**config.mk**
```make
export PLATFORM = sky130hd
export DESIGN_NAME = quoted_literal_unescaper
export DESIGN_NICKNAME = d
export VERILOG_FILES = /design/src/rtl/qlu_pkg.sv /design/src/rtl/quoted_literal_unescaper.sv /design/src/rtl/qlu_decode.sv
export SDC_FILE = /design/constraint.sdc
export NUM_CORES = 1
export LEC_CHECK = 0
export CORE_ASPECT_RATIO = 0.7
export CORE_MARGIN = 4
export CORE_UTILIZATION = 69
export DETAILED_ROUTE_END_ITERATION = 7
export DONT_BUFFER_PORTS = 1
export MAX_ROUTING_LAYER = met4
export PLACE_DENSITY_LB_ADDON = 0.25
export REMOVE_ABC_BUFFERS = 1
export SLEW_MARGIN = 20
export SYNTH_ARGS = -nofsm -noshare
export SYNTH_HDL_FRONTEND = slang
export SYNTH_HIERARCHICAL = 1
export SYNTH_SLANG_ARGS = --single-unit
```
**constraint.sdc**
```tcl
create_clock -name clk -period 7.66 [get_ports clk]
set_input_delay 1.532 -clock clk [delete_from_list [all_inputs] [get_ports clk]]
set_output_delay 1.532 -clock clk [all_outputs]
set_load 0.01 [all_outputs]
```
**src/rtl/qlu_pkg.sv**
```systemverilog
// ----------------------------------------------------------------------------
// Quoted literal unescaper package
// Shared item types, state record, codes and character constants.
// ----------------------------------------------------------------------------
package qlu_pkg;

	localparam int unsigned CFG_INDEX_W = 1;
	localparam int unsigned CFG_DATA_W  = 16;

	localparam logic [CFG_INDEX_W-1:0] REG_QUOTE    = 1'd0;
	localparam logic [CFG_INDEX_W-1:0] REG_CAPACITY = 1'd1;

	localparam logic [7:0]  QUOTE_RESET    = 8'd34;
	localparam logic [15:0] CAPACITY_RESET = 16'd4096;

	localparam logic [7:0] CH_NUL       = 8'd0;
	localparam logic [7:0] CH_DQUOTE    = 8'd34;
	localparam logic [7:0] CH_SQUOTE    = 8'd39;
	localparam logic [7:0] CH_BACKSLASH = 8'd92;
	localparam logic [7:0] CH_LOWER_X   = 8'd120;
	localparam logic [7:0] CH_LOWER_T   = 8'd116;
	localparam logic [7:0] CH_LOWER_N   = 8'd110;
	localparam logic [7:0] CH_LOWER_V   = 8'd118;
	localparam logic [7:0] CH_LOWER_F   = 8'd102;
	localparam logic [7:0] CH_LOWER_R   = 8'd114;
	localparam logic [7:0] CH_TAB       = 8'd9;
	localparam logic [7:0] CH_LF        = 8'd10;
	localparam logic [7:0] CH_VT        = 8'd11;
	localparam logic [7:0] CH_FF        = 8'd12;
	localparam logic [7:0] CH_CR        = 8'd13;

	localparam logic [7:0] FOLD_ABOVE  = 8'd96;
	localparam logic [7:0] FOLD_OFFSET = 8'd32;
	localparam logic [7:0] DIGIT_BASE  = 8'd48;
	localparam logic [7:0] DIGIT_LAST  = 8'd57;
	localparam logic [7:0] ALPHA_BASE  = 8'd55;
	localparam logic [7:0] ALPHA_FIRST = 8'd65;
	localparam logic [7:0] ALPHA_LAST  = 8'd70;

	typedef enum logic [1:0] {
		KIND_BYTE  = 2'd0,
		KIND_CLOSE = 2'd1,
		KIND_ERROR = 2'd2
	} kind_t;

	typedef enum logic [2:0] {
		ERR_NONE      = 3'd0,
		ERR_UNMATCHED = 3'd1,
		ERR_CUT_ESC   = 3'd2,
		ERR_CUT_HEX   = 3'd3,
		ERR_BAD_HEX   = 3'd4,
		ERR_UNKNOWN   = 3'd5,
		ERR_FULL      = 3'd6
	} err_t;

	typedef enum logic [1:0] {
		PH_PLAIN = 2'd0,
		PH_ESC   = 2'd1,
		PH_HEX1  = 2'd2,
		PH_HEX2  = 2'd3
	} phase_t;

	typedef struct packed {
		logic [7:0] in_byte;
		logic       at_end;
	} src_item_t;

	typedef struct packed {
		kind_t       kind;
		logic [7:0]  out_byte;
		err_t        error_code;
		logic [15:0] decoded_length;
	} res_item_t;

	typedef struct packed {
		phase_t      phase;
		logic [3:0]  high_nibble;
		logic [15:0] byte_count;
	} dec_state_t;

	// Folds lower case to upper by the fixed offset.
	function automatic logic [7:0] fold_byte(input logic [7:0] c);
		return (c > FOLD_ABOVE) ? c - FOLD_OFFSET : c;
	endfunction

	// Bit 4 set means the folded byte is not a hex digit.
	function automatic logic [4:0] hex_value(input logic [7:0] f);
		logic [7:0] d;
		d = 8'd0;
		if (f >= DIGIT_BASE && f <= DIGIT_LAST) begin
			d = f - DIGIT_BASE;
			return {1'b0, d[3:0]};
		end
		if (f >= ALPHA_FIRST && f <= ALPHA_LAST) begin
			d = f - ALPHA_BASE;
			return {1'b0, d[3:0]};
		end
		return 5'h10;
	endfunction

endpackage

```
**src/rtl/quoted_literal_unescaper.sv**
```systemverilog
// ----------------------------------------------------------------------------
// Quoted literal unescaper
// Decodes the body of a quoted literal, one source byte per item.
// ----------------------------------------------------------------------------
// Source items (src_valid, src_ready, src_data) carry one raw byte of the
// literal after its opening quote, or an end-of-input mark. Result items
// (res_valid, res_ready, res_data) report each decoded byte, the close of
// the literal with its length, or an error. A backslash, the x of a hex
// escape or its first digit gives no result item.
// An accepted item is held in an input register and is decoded from there
// into the result register once that register is free or being taken. One
// item is taken every cycle while results drain.
// When the receiver stalls, the result register holds its item, the input
// register fills, and src_ready falls until the result is taken.
// The cfg_we port writes the close quote and capacity registers; the user
// must use it only while no item is in flight; the block does not enforce it.
// Reset empties both registers, returns the decoder to plain characters
// with a zero count, and loads a double quote and a capacity of 4096.
// ----------------------------------------------------------------------------
module quoted_literal_unescaper
	import qlu_pkg::*;
(
	input  logic                   clk,
	input  logic                   arst_n,
	input  logic                   src_valid,
	output logic                   src_ready,
	input  src_item_t              src_data,
	output logic                   res_valid,
	input  logic                   res_ready,
	output res_item_t              res_data,
	input  logic                   cfg_we,
	input  logic [CFG_INDEX_W-1:0] cfg_index,
	input  logic [CFG_DATA_W-1:0]  cfg_wdata
);

	logic        valid_s1;
	src_item_t   item_s1;
	logic        res_valid_q;
	res_item_t   res_data_q;
	dec_state_t  st_q;
	dec_state_t  st_nxt;
	logic [7:0]  quote_q;
	logic [15:0] cap_q;
	logic        advance;
	logic        has_result;
	res_item_t   result;

	assign advance   = valid_s1 && (!res_valid_q || res_ready);
	assign src_ready = !valid_s1 || advance;
	assign res_valid = res_valid_q;
	assign res_data  = res_data_q;

	qlu_decode u_decode (
		.cur        (st_q),
		.item       (item_s1),
		.quote_char (quote_q),
		.capacity   (cap_q),
		.nxt        (st_nxt),
		.has_result (has_result),
		.result     (result)
	);

	always_ff @(posedge clk or negedge arst_n) begin
		if (!arst_n) begin
			valid_s1    <= 1'b0;
			res_valid_q <= 1'b0;
			st_q        <= '{phase: PH_PLAIN, high_nibble: 4'd0, byte_count: 16'd0};
			quote_q     <= QUOTE_RESET;
			cap_q       <= CAPACITY_RESET;
		end else begin
			if (src_ready) begin
				valid_s1 <= src_valid;
			end
			if (advance) begin
				st_q        <= st_nxt;
				res_valid_q <= has_result;
			end else if (res_ready) begin
				res_valid_q <= 1'b0;
			end
			if (cfg_we) begin
				case (cfg_index)
					REG_QUOTE: quote_q <= cfg_wdata[7:0];
					REG_CAPACITY: cap_q <= cfg_wdata;
					default: cap_q <= cap_q;
				endcase
			end
		end
	end

	always_ff @(posedge clk) begin
		if (src_valid && src_ready) begin
			item_s1 <= src_data;
		end
		if (advance) begin
			res_data_q <= result;
		end
	end

	a_accept_fills_s1: assert property (@(posedge clk) disable iff (!arst_n)
		src_valid && src_ready |=> valid_s1)
		else $error("accepted item did not reach the input register");

	a_close_clean: assert property (@(posedge clk) disable iff (!arst_n)
		res_valid && res_data.kind == KIND_CLOSE |->
		res_data.error_code == ERR_NONE && res_data.out_byte == 8'd0)
		else $error("close item carries an error code or byte");

	a_error_coded: assert property (@(posedge clk) disable iff (!arst_n)
		res_valid && res_data.kind == KIND_ERROR |-> res_data.error_code != ERR_NONE)
		else $error("error item without an error code");

	a_byte_counted: assert property (@(posedge clk) disable iff (!arst_n)
		res_valid && res_data.kind == KIND_BYTE |->
		res_data.error_code == ERR_NONE && res_data.decoded_length != 16'd0)
		else $error("decoded byte item with bad code or zero length");

	a_full_at_capacity: assert property (@(posedge clk) disable iff (!arst_n)
		res_valid && res_data.error_code == ERR_FULL |-> res_data.decoded_length >= cap_q)
		else $error("full error below capacity");

endmodule

```
**src/rtl/qlu_decode.sv**
```systemverilog
// ----------------------------------------------------------------------------
// Quoted literal unescaper decode step
// Next state and optional result for one source byte.
// ----------------------------------------------------------------------------
module qlu_decode
	import qlu_pkg::*;
(
	input  dec_state_t  cur,
	input  src_item_t   item,
	input  logic [7:0]  quote_char,
	input  logic [15:0] capacity,
	output dec_state_t  nxt,
	output logic        has_result,
	output res_item_t   result
);

	localparam dec_state_t IDLE = '{phase: PH_PLAIN, high_nibble: 4'd0, byte_count: 16'd0};

	logic [7:0]  c;
	logic [7:0]  folded;
	logic [4:0]  hv;
	logic        ended;
	logic        do_emit;
	logic [7:0]  emit_byte;
	logic [15:0] count_inc;

	assign c         = item.in_byte;
	assign ended     = item.at_end || (c == CH_NUL);
	assign folded    = fold_byte(c);
	assign hv        = hex_value(folded);
	assign count_inc = cur.byte_count + 16'd1;

	always_comb begin
		nxt        = cur;
		has_result = 1'b0;
		do_emit    = 1'b0;
		emit_byte  = c;
		result     = '{kind: KIND_ERROR, out_byte: 8'd0, error_code: ERR_NONE,
			decoded_length: cur.byte_count};
		if (ended) begin
			nxt        = IDLE;
			has_result = 1'b1;
			case (cur.phase)
				PH_PLAIN: begin
					result.out_byte   = quote_char;
					result.error_code = ERR_UNMATCHED;
				end
				PH_ESC: result.error_code = ERR_CUT_ESC;
				default: result.error_code = ERR_CUT_HEX;
			endcase
		end else begin
			case (cur.phase)
				PH_PLAIN: begin
					if (c == quote_char) begin
						nxt         = IDLE;
						has_result  = 1'b1;
						result.kind = KIND_CLOSE;
					end else if (c == CH_BACKSLASH) begin
						nxt.phase = PH_ESC;
					end else begin
						do_emit = 1'b1;
					end
				end
				PH_ESC: begin
					case (c) inside
						CH_SQUOTE, CH_DQUOTE, CH_BACKSLASH: do_emit = 1'b1;
						CH_LOWER_X: nxt.phase = PH_HEX1;
						CH_LOWER_T: begin
							do_emit   = 1'b1;
							emit_byte = CH_TAB;
						end
						CH_LOWER_N: begin
							do_emit   = 1'b1;
							emit_byte = CH_LF;
						end
						CH_LOWER_V: begin
							do_emit   = 1'b1;
							emit_byte = CH_VT;
						end
						CH_LOWER_F: begin
							do_emit   = 1'b1;
							emit_byte = CH_FF;
						end
						CH_LOWER_R: begin
							do_emit   = 1'b1;
							emit_byte = CH_CR;
						end
						default: begin
							nxt               = IDLE;
							has_result        = 1'b1;
							result.out_byte   = c;
							result.error_code = ERR_UNKNOWN;
						end
					endcase
				end
				PH_HEX1: begin
					if (hv[4]) begin
						nxt               = IDLE;
						has_result        = 1'b1;
						result.out_byte   = folded;
						result.error_code = ERR_BAD_HEX;
					end else begin
						nxt.high_nibble = hv[3:0];
						nxt.phase       = PH_HEX2;
					end
				end
				default: begin
					if (hv[4]) begin
						nxt               = IDLE;
						has_result        = 1'b1;
						result.out_byte   = folded;
						result.error_code = ERR_BAD_HEX;
					end else begin
						do_emit         = 1'b1;
						emit_byte       = {cur.high_nibble, hv[3:0]};
						nxt.high_nibble = 4'd0;
					end
				end
			endcase
		end
		if (do_emit) begin
			has_result            = 1'b1;
			result.out_byte       = emit_byte;
			result.decoded_length = count_inc;
			nxt.phase             = PH_PLAIN;
			nxt.byte_count        = count_inc;
			if (count_inc >= capacity) begin
				nxt               = IDLE;
				result.kind       = KIND_ERROR;
				result.error_code = ERR_FULL;
			end else begin
				result.kind = KIND_BYTE;
			end
		end
	end

endmodule
```
==> results of run 1 <==
-- worst max-delay path by stage --
stage                     depth (start not counted)  slack [ns]  startpoint       end
after global routing                             14        3.14     st_q[0]   st_q[5]
final                                            15        3.41     st_q[0]   st_q[5]
after detailed placement                         14        3.55     st_q[0]  st_q[15]
after floorplan                                  14        4.19     st_q[0]   st_q[5]
after global placement                           14        3.79     st_q[0]  st_q[15]
after CTS                                        14        3.52     st_q[0]   st_q[5]
-- state kept, by name, summed over array words and instances (netlist names) --
register   flops
res_data      29
valid_s1       1
st_q          22
item_s1        9
cap_q         16
res_valid      1
quote_q        8
-- through the flow --
stage	util	setup WS (ns)	cells	hold WS, ns	power, mW
floorplan	-	4.185	510	0.4642	0.7433
global placement	0.7089	3.790	611	0.4787	0.7967
CTS	0.7466	3.524	627	0.5072	1.245
detailed placement	0.7089	3.552	611	0.4923	0.8138
finish	0.7466	3.406	627	0.5073	1.248
global route	0.7466	3.144	627	0.5375	1.292
-- final cells by class --
class,instances,area (um^2),share of cell area
Multi-Input combinational cell,397,3030,0.5135
Sequential cell,86,2346,0.3975
Clock buffer,12,267.8,0.04537
Tap cell,101,126.4,0.02141
Inverter,27,101.3,0.01717
Clock inverter,4,30.03,0.005088
-- power by group through the flow --
stage	sequential [mW]	combinational, mW	clock [mW]
after CTS	0.604	0.204	0.438
after detailed placement	0.612	0.201	0
after floorplan	0.590	0.153	0
final	0.605	0.208	0.436
after global routing	0.611	0.225	0.456
after global placement	0.606	0.190	0
-- per-layer routing --
metal | GRT usage | vias up
met5 | - | -
met4 | 0.06639 | 0
met3 | 0.09638 | 15
met2 | 0.4350 | 304
met1 | 0.4991 | 2146
li1 | - | 1927
-- critical path, stage by stage (launching register included) --
cell	delay (ns)
dfrtp_1	0.50
nand3_1	0.25
or3_1	0.50
nor2_1	0.26
nand3_1	0.21
or2_2	0.34
nand2_1	0.07
ha_1	0.16
nand2_1	0.06
o21a_1	0.19
a21oi_1	0.12
o21ai_0	0.09
nand2_1	0.48
nor2_2	0.20
a221o_1	0.42
mux2_4	0.28
-- placed cells by master, fill, tap and decap left out, types with 5 or more instances in the layout --
cell type / count
xor2_1: 21
o21ai_0: 15
nor2_1: 31
edfxtp_1: 38
nand2_1: 58
nor4_1: 5
ha_1: 22
inv_1: 26
a21o_1: 16
nand2b_1: 10
mux2_4: 31
a22oi_1: 5
mux2_1: 14
a21oi_1: 18
xnor2_1: 10
clkbuf_16: 10
nand3_1: 13
a221o_1: 5
or3_1: 6
or2_2: 7
dfrtp_1: 45
a211oi_1: 14
nor3_1: 13
-- logic make-up (layout without fill, tap and decap cells) --
group,count (synthesis),count (layout),share of synthesized area
xor gates and xnor gates,31,31,0.04817
muxes,51,51,0.1221
adders and majority gates,22,22,0.04883
AOI/OAI and AO/OA,116,116,0.1547
DFF,86,86,0.4162
and+or+nand+nor,177,177,0.1638
buffers and inverters,54,43,0.04617
==> impl_metrics.ini, run 1 <==
[yosys]
ys_dominant_reg_cell = dfrtp_1
post_synth_top_cells = nand2_1 (58), dfrtp_1 (45), edfxtp_1 (38)
most_frequently_used_cell_type_in_the_post_synthesis_netlist = nand2_1
synth_enable_flop_cells = 38
synth_area_leader_cell = edfxtp_1
netlist_top_cells_area = edfxtp_1 (20%), dfrtp_1 (20%), mux2_4 (8.3%)
average_cell_area_after_synthesis_um2 = 10.50
async_reset_ff_frac = 0.5581
cell_count_after_synthesis = 537
synth.yosys.seq_area_share = 0.4162
synthesis.area_mm2 = 0.005637
synth_top_area_share = 0.2024
postSynthRegisterBits = 86
yosys_warnings = 6
yosys.cell_types.count = 80

[power]
switching_share = 0.2929
power_density_mw_per_mm2 = 211.5
p_int_uw = 882.7
power.sequential.fraction = 0.484
max-vdd-ir-drop_v = 0.0001911
power.share.clock = 0.349
power.net_switching_uw = 365.7
cellLeakagePower_nw = 2.634
power.share.combinational = 0.167

[routing]
via_per_inst = 7.005
wl_met2_mm = 6.375
met1_length_mm = 6.618
postRouteWirelength_mm = 15.03
routed_wire_length_per_instance_um = 23.97
wl_met3_mm = 1.882
route.top_layer_used = met4
drcViolationCount = 0
antenna_violating_nets_post_route = 0
detailroute.via_count = 4392
detail_route.first_pass.iterations = 5
drt_iter0_drc = 576

[timing]
layout_min_cycle_time_ns = 4.254
final_min_period_over_clock_period = 0.5553
slew_headroom = 0.2697
final-hold-violation-count = 0
worst_clock_skew_ns = 0.008274
finalMaxSlewViolations = 0
achievable-frequency_mhz = 235.1
finalSetupViolCount = 0
timing.setup.tns_ns = 0
grt_setup_unrepaired = false
slew_at_the_pin_closest_to_its_max_slew_limit_ns = 1.087

[floorplanning]
die_w_um = 116.0
core_area_mm2 = 0.007905
top_level_ports = 62
floorplan.die_area_mm2 = 0.009702
floorplan.initialDensity = 0.7130
fp-row-count = 27
vert_die_dim_um = 83.62

[setup_path]
reg2reg_setup_slack_ns = 3.41
crit_arrival_ns = 4.48
regToRegEndpoint = st_q[5]
worst_setup_path_start_kind = register
crit_type = reg2reg
cp_max_fo = 17
required_ns = 7.89
critical_path.reg2reg.startpoint = st_q[0]
critical_path.endpoint_type = register
worst-r2r-cell-count = 15

[final_layout]
drive_above_1_share = 0.1502
layout.filler_cells = 539
finish.instance_area_mm2 = 0.005902
num-nets-final = 574
insertedDiodeCount = 0
area_growth_pct = 4.706

[global_routing]
first_global_vias = 4082
gr-usage-all-layers = 0.3283
grt-ovfl-total = 0
grt_first_pass_wirelength_mm = 23.50
antenna_found_initial = 0
pin_count_of_the_biggest_net_entering_global_routing = 49

[job]
max-cap-violations = 0

[worst_hold_path]
hold_path_end = cap_q[1]
min_from = cap_q[1]
holdCritPathClass = reg2reg
worstHoldPathCells = 1

[clock_tree]
cts_sinks = 86
clkLatencyLatePin_ns = 0.35
cts_tree = done
htree_levels = 3
clkSlewWorstSetupHoldPaths_ns = 0.07
post_cts_hold_buffer_count = 0
cts-buffers-inserted = 9
post-cts-setup-buffers = 0
cts.root.buffer_cell = clkbuf_16
ctsResizeCount = 0
maximum_number_of_buffers_from_clock_root_to_sink = 2

[placed_design]
post-dp-hpwl_mm = 10.86
place_area_mm2 = 0.005604
io_buffers = 0
globalplace.congestion = 0.9971

[outcome]
status = finished clean
(Power assumes the default switching activity.)
==> run 2: changes to the inputs <==
- CORE_UTILIZATION: 69 -> 58
- clock period: 7.66 -> 3.4 ns (I/O delays scaled with it)
==> impl_metrics.ini, run 2 (same netlist as run 1, synthesis figures left out) <==
[global_routing]
global_route.usage.met1 = 0.4118
grt_first_pass_wirelength_mm = 23.77
grt_busiest_layer = met1
grt.met2_usage = 0.3492
antenna_found_initial = 0
grt-ovfl-total = 0
pin_count_of_the_biggest_net_entering_global_routing = 49
groute.layer.met3.usage = 0.09279
first_global_vias = 4245
gr-usage-all-layers = 0.2715

[final_layout]
most_common_cell_after_layout_fill_and_taps_aside = nand2_1
register_area_mm2 = 0.002350
num-nets-final = 627
finish.instance_area_mm2 = 0.006516
drive_above_1_share = 0.2746
largest_register_ffs = 29
mostFrequentLayoutCells = nand2_1 (54), buf_4 (51), dfrtp_1 (42), edfxtp_1 (38), mux2_4 (31)
multi_input_comb_area_mm2 = 0.003211
layout.filler_cells = 656
insertedDiodeCount = 0
area_growth_pct = 15.60

[placed_design]
globalplace.congestion = 1.015
place_area_mm2 = 0.005963
io_buffers = 0
pre_cts_slack_ns = -0.08163
post-dp-hpwl_mm = 11.17

[routing]
postRouteWirelength_mm = 15.58
routed_wire_length_per_instance_um = 22.16
drcViolationCount = 0
antenna_violating_nets_post_route = 0
via_per_inst = 6.541
drt_iter0_drc = 678
detailroute.via_count = 4598
detail_route.first_pass.iterations = 6

[clock_tree]
htree_levels = 3
clkSlewWorstSetupHoldPaths_ns = 0.07
cts_sinks = 86
post_cts_hold_buffer_count = 0
cts.root.buffer_cell = clkbuf_16
maximum_number_of_buffers_from_clock_root_to_sink = 2
cts_tree = done
clkLatencyLatePin_ns = 0.35
cts-buffers-inserted = 9

[power]
power_density_mw_per_mm2 = 442.5
max-vdd-ir-drop_v = 0.0004366
cellLeakagePower_nw = 2.923

[floorplanning]
top_level_ports = 62
core_area_mm2 = 0.009253
floorplan.initialDensity = 0.6092
vert_die_dim_um = 90.48
die_w_um = 125.8
fp-row-count = 29
floorplan.die_area_mm2 = 0.01138

[setup_path]
cp_max_fo = 5
cpMostUsedCell = nand2_1
worstSetupStartpoint = st_q[1]
crit_arrival_ns = 3.62
required_ns = 3.69
cp_cell_sequence = nand3_2, or3_4, nor2_4, nand3_4, or2_4, nand2_1, ha_1, a21oi_1, o21a_1, nand2_1, o21ai_2, nand2_4, buf_4, a21o_4, nor3_2, mux2_4
critical_path.endpoint_type = register
worst_setup_path_start_kind = register
slowest_stage_cell_on_the_critical_path = dfrtp_1
crit_type = reg2reg
cp_slowest_stage_delay_ns = 0.44
critical_path.reg2reg.startpoint = st_q[1]

[timing]
achievable-frequency_mhz = 299.9
worst_clock_skew_ns = 0.006511
finalMaxSlewViolations = 0
slew_headroom = 0.4260
timing.setup.tns_ns = 0
layout_min_cycle_time_ns = 3.334
slew_at_the_pin_closest_to_its_max_slew_limit_ns = 0.8534
final_min_period_over_clock_period = 0.9806
setup_ws_ns = 0.06581
finalSetupViolCount = 0
final-hold-violation-count = 0

[worst_hold_path]
holdCritPathClass = in2async

[outcome]
status = finished clean

[job]
max-cap-violations = 0
[run 2: cell count changes in the layout (fill, tap and decap cells not counted), sizes merged]
cell and change:
clkinv -1, buf +53, inv +4, clkbuf -3
[run 2: metrics by stage]
step / power [mW] / hold slack, ns / utilization / instances
final: 2.884 / 0.02552 / 0.7043 / 703
after global routing: 3.017 / 0.007902 / 0.7043 / 703
after CTS: 2.858 / 0.01746 / 0.6798 / 695
after detailed placement: 1.866 / 0.3854 / 0.6445 / 678
after global placement: 1.840 / 0.3860 / 0.6445 / 678
after floorplan: 1.675 / 0.3844 / - / 510
[run 2: layer usage]
metal  part of all wire  routed length (um)
met5                  0                   0
met4              0.010                 160
met3               0.12                1888
met2               0.41                6330
met1               0.46                7201
[run 2: path summary, 6_finish.rpt]
kind                         endpoint  slack, ns  cells past startpoint
setup reg to reg             st_q[16]       0.07                     16
hold reg to reg              cap_q[4]       0.50                      1
hold / removal               st_q[12]       0.03                      0
max in group asynchronous   cap_q[12]       3.17                      0
min in group clk           item_s1[0]       0.43                      0
setup / recovery             st_q[16]       0.07                     16
[run 2: area by class of cell]
class / instances / share of cell area
repair buffers: 53 / 0.06125
flip-flops and latches: 86 / 0.3606
inverters: 27 / 0.01555
multi-input cells: 397 / 0.4927
clock inverters: 7 / 0.01152
clock buffers: 9 / 0.03456
well taps: 124 / 0.02381
[run 2: power by group]
part	leakage (nW)	internal (mW)	switching, mW
combinational	1.81	0.273	0.306
clock	0.145	0.521	0.459
sequential	0.972	1.22	0.107
total	2.92	2.01	0.873
[run 2: worst max-delay path: cells and delay by family (launching register included)]
family                     cells  cell delay [ns]
buffers and inverters          1             0.18
adders and majority gates      1             0.26
DFF                            1             0.44
AOI/OAI and AO/OA              4             0.76
and+or+nand+nor                9             1.46
muxes                          1             0.17
[run 2: what timing repair did]
action	4_1_cts	5_1_grt
pin swaps	2	8
endpoints found under the setup margin	19	32
gates resized for setup	4	36
buffers inserted	1	7
cloned	0	1
==> run 3: changes to the inputs <==
- BUFFER_PORTS_ARGS: unset -> -buffer_cell sky130_fd_sc_hd__buf_2
- CORE_UTILIZATION: 58 -> 54
- DONT_BUFFER_PORTS: 1 -> unset
==> impl_metrics.ini, run 3 (same netlist as run 1, synthesis figures left out) <==
[outcome]
status = complete, but fails checks
failed_checks = setup timing

[routing]
antenna_violating_nets_post_route = 0
detail_route.first_pass.iterations = 5
postRouteWirelength_mm = 15.14
via_per_inst = 6.125
routed_wire_length_per_instance_um = 19.89
drt_iter0_drc = 521
detailroute.via_count = 4661
drcViolationCount = 0

[timing]
finalMaxSlewViolations = 0
achievable-frequency_mhz = 292.2
timing.setup.tns_ns = -0.02214
finalSetupViolCount = 1
layout_min_cycle_time_ns = 3.422
final-hold-violation-count = 0
setup_ws_ns = -0.02214
worst_clock_skew_ns = 0.007835
final_min_period_over_clock_period = 1.007
slew_headroom = 0.5235
slew_at_the_pin_closest_to_its_max_slew_limit_ns = 0.7133

[placed_design]
pre_cts_slack_ns = -0.08489
io_buffers = 61
place_area_mm2 = 0.006279
placed_cells = 742
post-dp-hpwl_mm = 11.02
globalplace.congestion = 1.047

[global_routing]
antenna_found_initial = 0
first_global_vias = 4474
pin_count_of_the_biggest_net_entering_global_routing = 49
gr-usage-all-layers = 0.2618
grt-ovfl-total = 0
grt_first_pass_wirelength_mm = 23.77

[final_layout]
num-nets-final = 681
fin_util = 0.6800
mostFrequentLayoutCells = buf_2 (60), nand2_1 (55), buf_4 (45), dfrtp_1 (44), edfxtp_1 (38)
most_common_cell_after_layout_fill_and_taps_aside = buf_2
finish.instance_area_mm2 = 0.006764
drive_above_1_share = 0.3223
area_growth_pct = 20.00
largest_register_ffs = 29
insertedDiodeCount = 0
post_layout_instance_count_excluding_filler_cells = 761

[floorplanning]
die_w_um = 130.1
top_level_ports = 62
fp-row-count = 30
vert_die_dim_um = 93.48
core_area_mm2 = 0.009947
floorplan.die_area_mm2 = 0.01216
floorplan.initialDensity = 0.5667

[setup_path]
worst-r2r-cell-count = 9
crit_type = reg2reg
crit_arrival_ns = 3.48
worst_setup_path_start_kind = register
reg2reg_setup_slack_ns = -0.02
critical_path.endpoint_type = register
slowest_stage_cell_on_the_critical_path = edfxtp_1
cp_slowest_stage_delay_ns = 0.52
cp_cell_sequence = inv_1, ha_1, mux2i_1, nand4b_1, nor3_4, or2_0, o21ai_0, a22oi_1, o21ai_0
cp_max_fo = 9
cpMostUsedCell = o21ai_0
required_ns = 3.46

[power]
power_density_mw_per_mm2 = 439.8
max-vdd-ir-drop_v = 0.0002937
cellLeakagePower_nw = 3.157

[clock_tree]
maximum_number_of_buffers_from_clock_root_to_sink = 2
post_cts_hold_buffer_count = 0
clkSlewWorstSetupHoldPaths_ns = 0.06
htree_levels = 3
clkLatencyLatePin_ns = 0.34
cts.root.buffer_cell = clkbuf_16
cts_sinks = 86
cts-buffers-inserted = 9
cts_tree = done

[job]
max-cap-violations = 0

[worst_hold_path]
holdCritPathClass = in2async
-- run 3: changes by cell type in the layout (fill, tap and decap cells not counted), moves of 2 or more --
cell / previous run / this run
inv_8: 3 / 0
buf_4: 51 / 45
dfrtp_1: 42 / 44
dfrtp_2: 3 / 1
nor4_2: 1 / 3
clkbuf_1: 0 / 2
buf_2: 1 / 60
-- run 3: timing repair --
action                                  4_1_cts  5_1_grt
pin swaps                                     2        4
endpoints found under the hold margin         0        0
resized for setup                             4       25
endpoints found under the setup margin        7       24
setup buffers                                 2        1
-- run 3: final cells by class --
class                           count  area [um^2]
Multi-Input combinational cell    397         3176
Sequential cell                    86         2347
Timing Repair Buffer              107        669.4
Inverter                           27        101.3
Tap cell                          128        160.2
Clock buffer                       12        257.7
Clock inverter                      4        52.55
Fill cell                         720         3183
-- run 3: power breakdown --
| group | internal [mW] | switching, mW | leakage (nW) |
|---|---|---|---|
| Sequential | 1.21 | 0.0847 | 0.976 |
| Clock | 0.618 | 0.406 | 0.149 |
| Combinational | 0.302 | 0.351 | 2.03 |
-- run 3: worst paths after layout --
kind	from	end
worst max-delay path	item_s1[7]	res_data[19]
worst min-delay path	arst_n	st_q[7]
worst max register to register	item_s1[7]	res_data[19]
worst min register to register	cap_q[4]	cap_q[4]
max in group asynchronous	arst_n	st_q[5]
min in group clk	cap_q[4]	cap_q[4]
-- run 3: per-layer routing --
metal | up-vias | track usage | share of wire
met5 | - | - | 0
met3 | 7 | 0.1010 | 0.13
met2 | 262 | 0.3332 | 0.40
met1 | 2249 | 0.3895 | 0.46
met4 | 0 | 0.05709 | 0.0065
li1 | 2143 | - | -
-- run 3: worst max-delay path: cells and delay by family (launching register included) --
family	cells	cell delay (ns)
simple gates	3	1.08
compound gates	3	0.80
flops	1	0.52
fa+ha+maj	1	0.34
mux	1	0.22
buf+inv	1	0.19
-- run 3: through the flow --
step                      hold WS (ns)  power, mW
after floorplan                 0.3844      1.675
after global placement          0.4798      1.907
after detailed placement        0.4857      1.923
after CTS                       0.5024      2.963
after global routing            0.4094      3.106
final                           0.3488      2.975
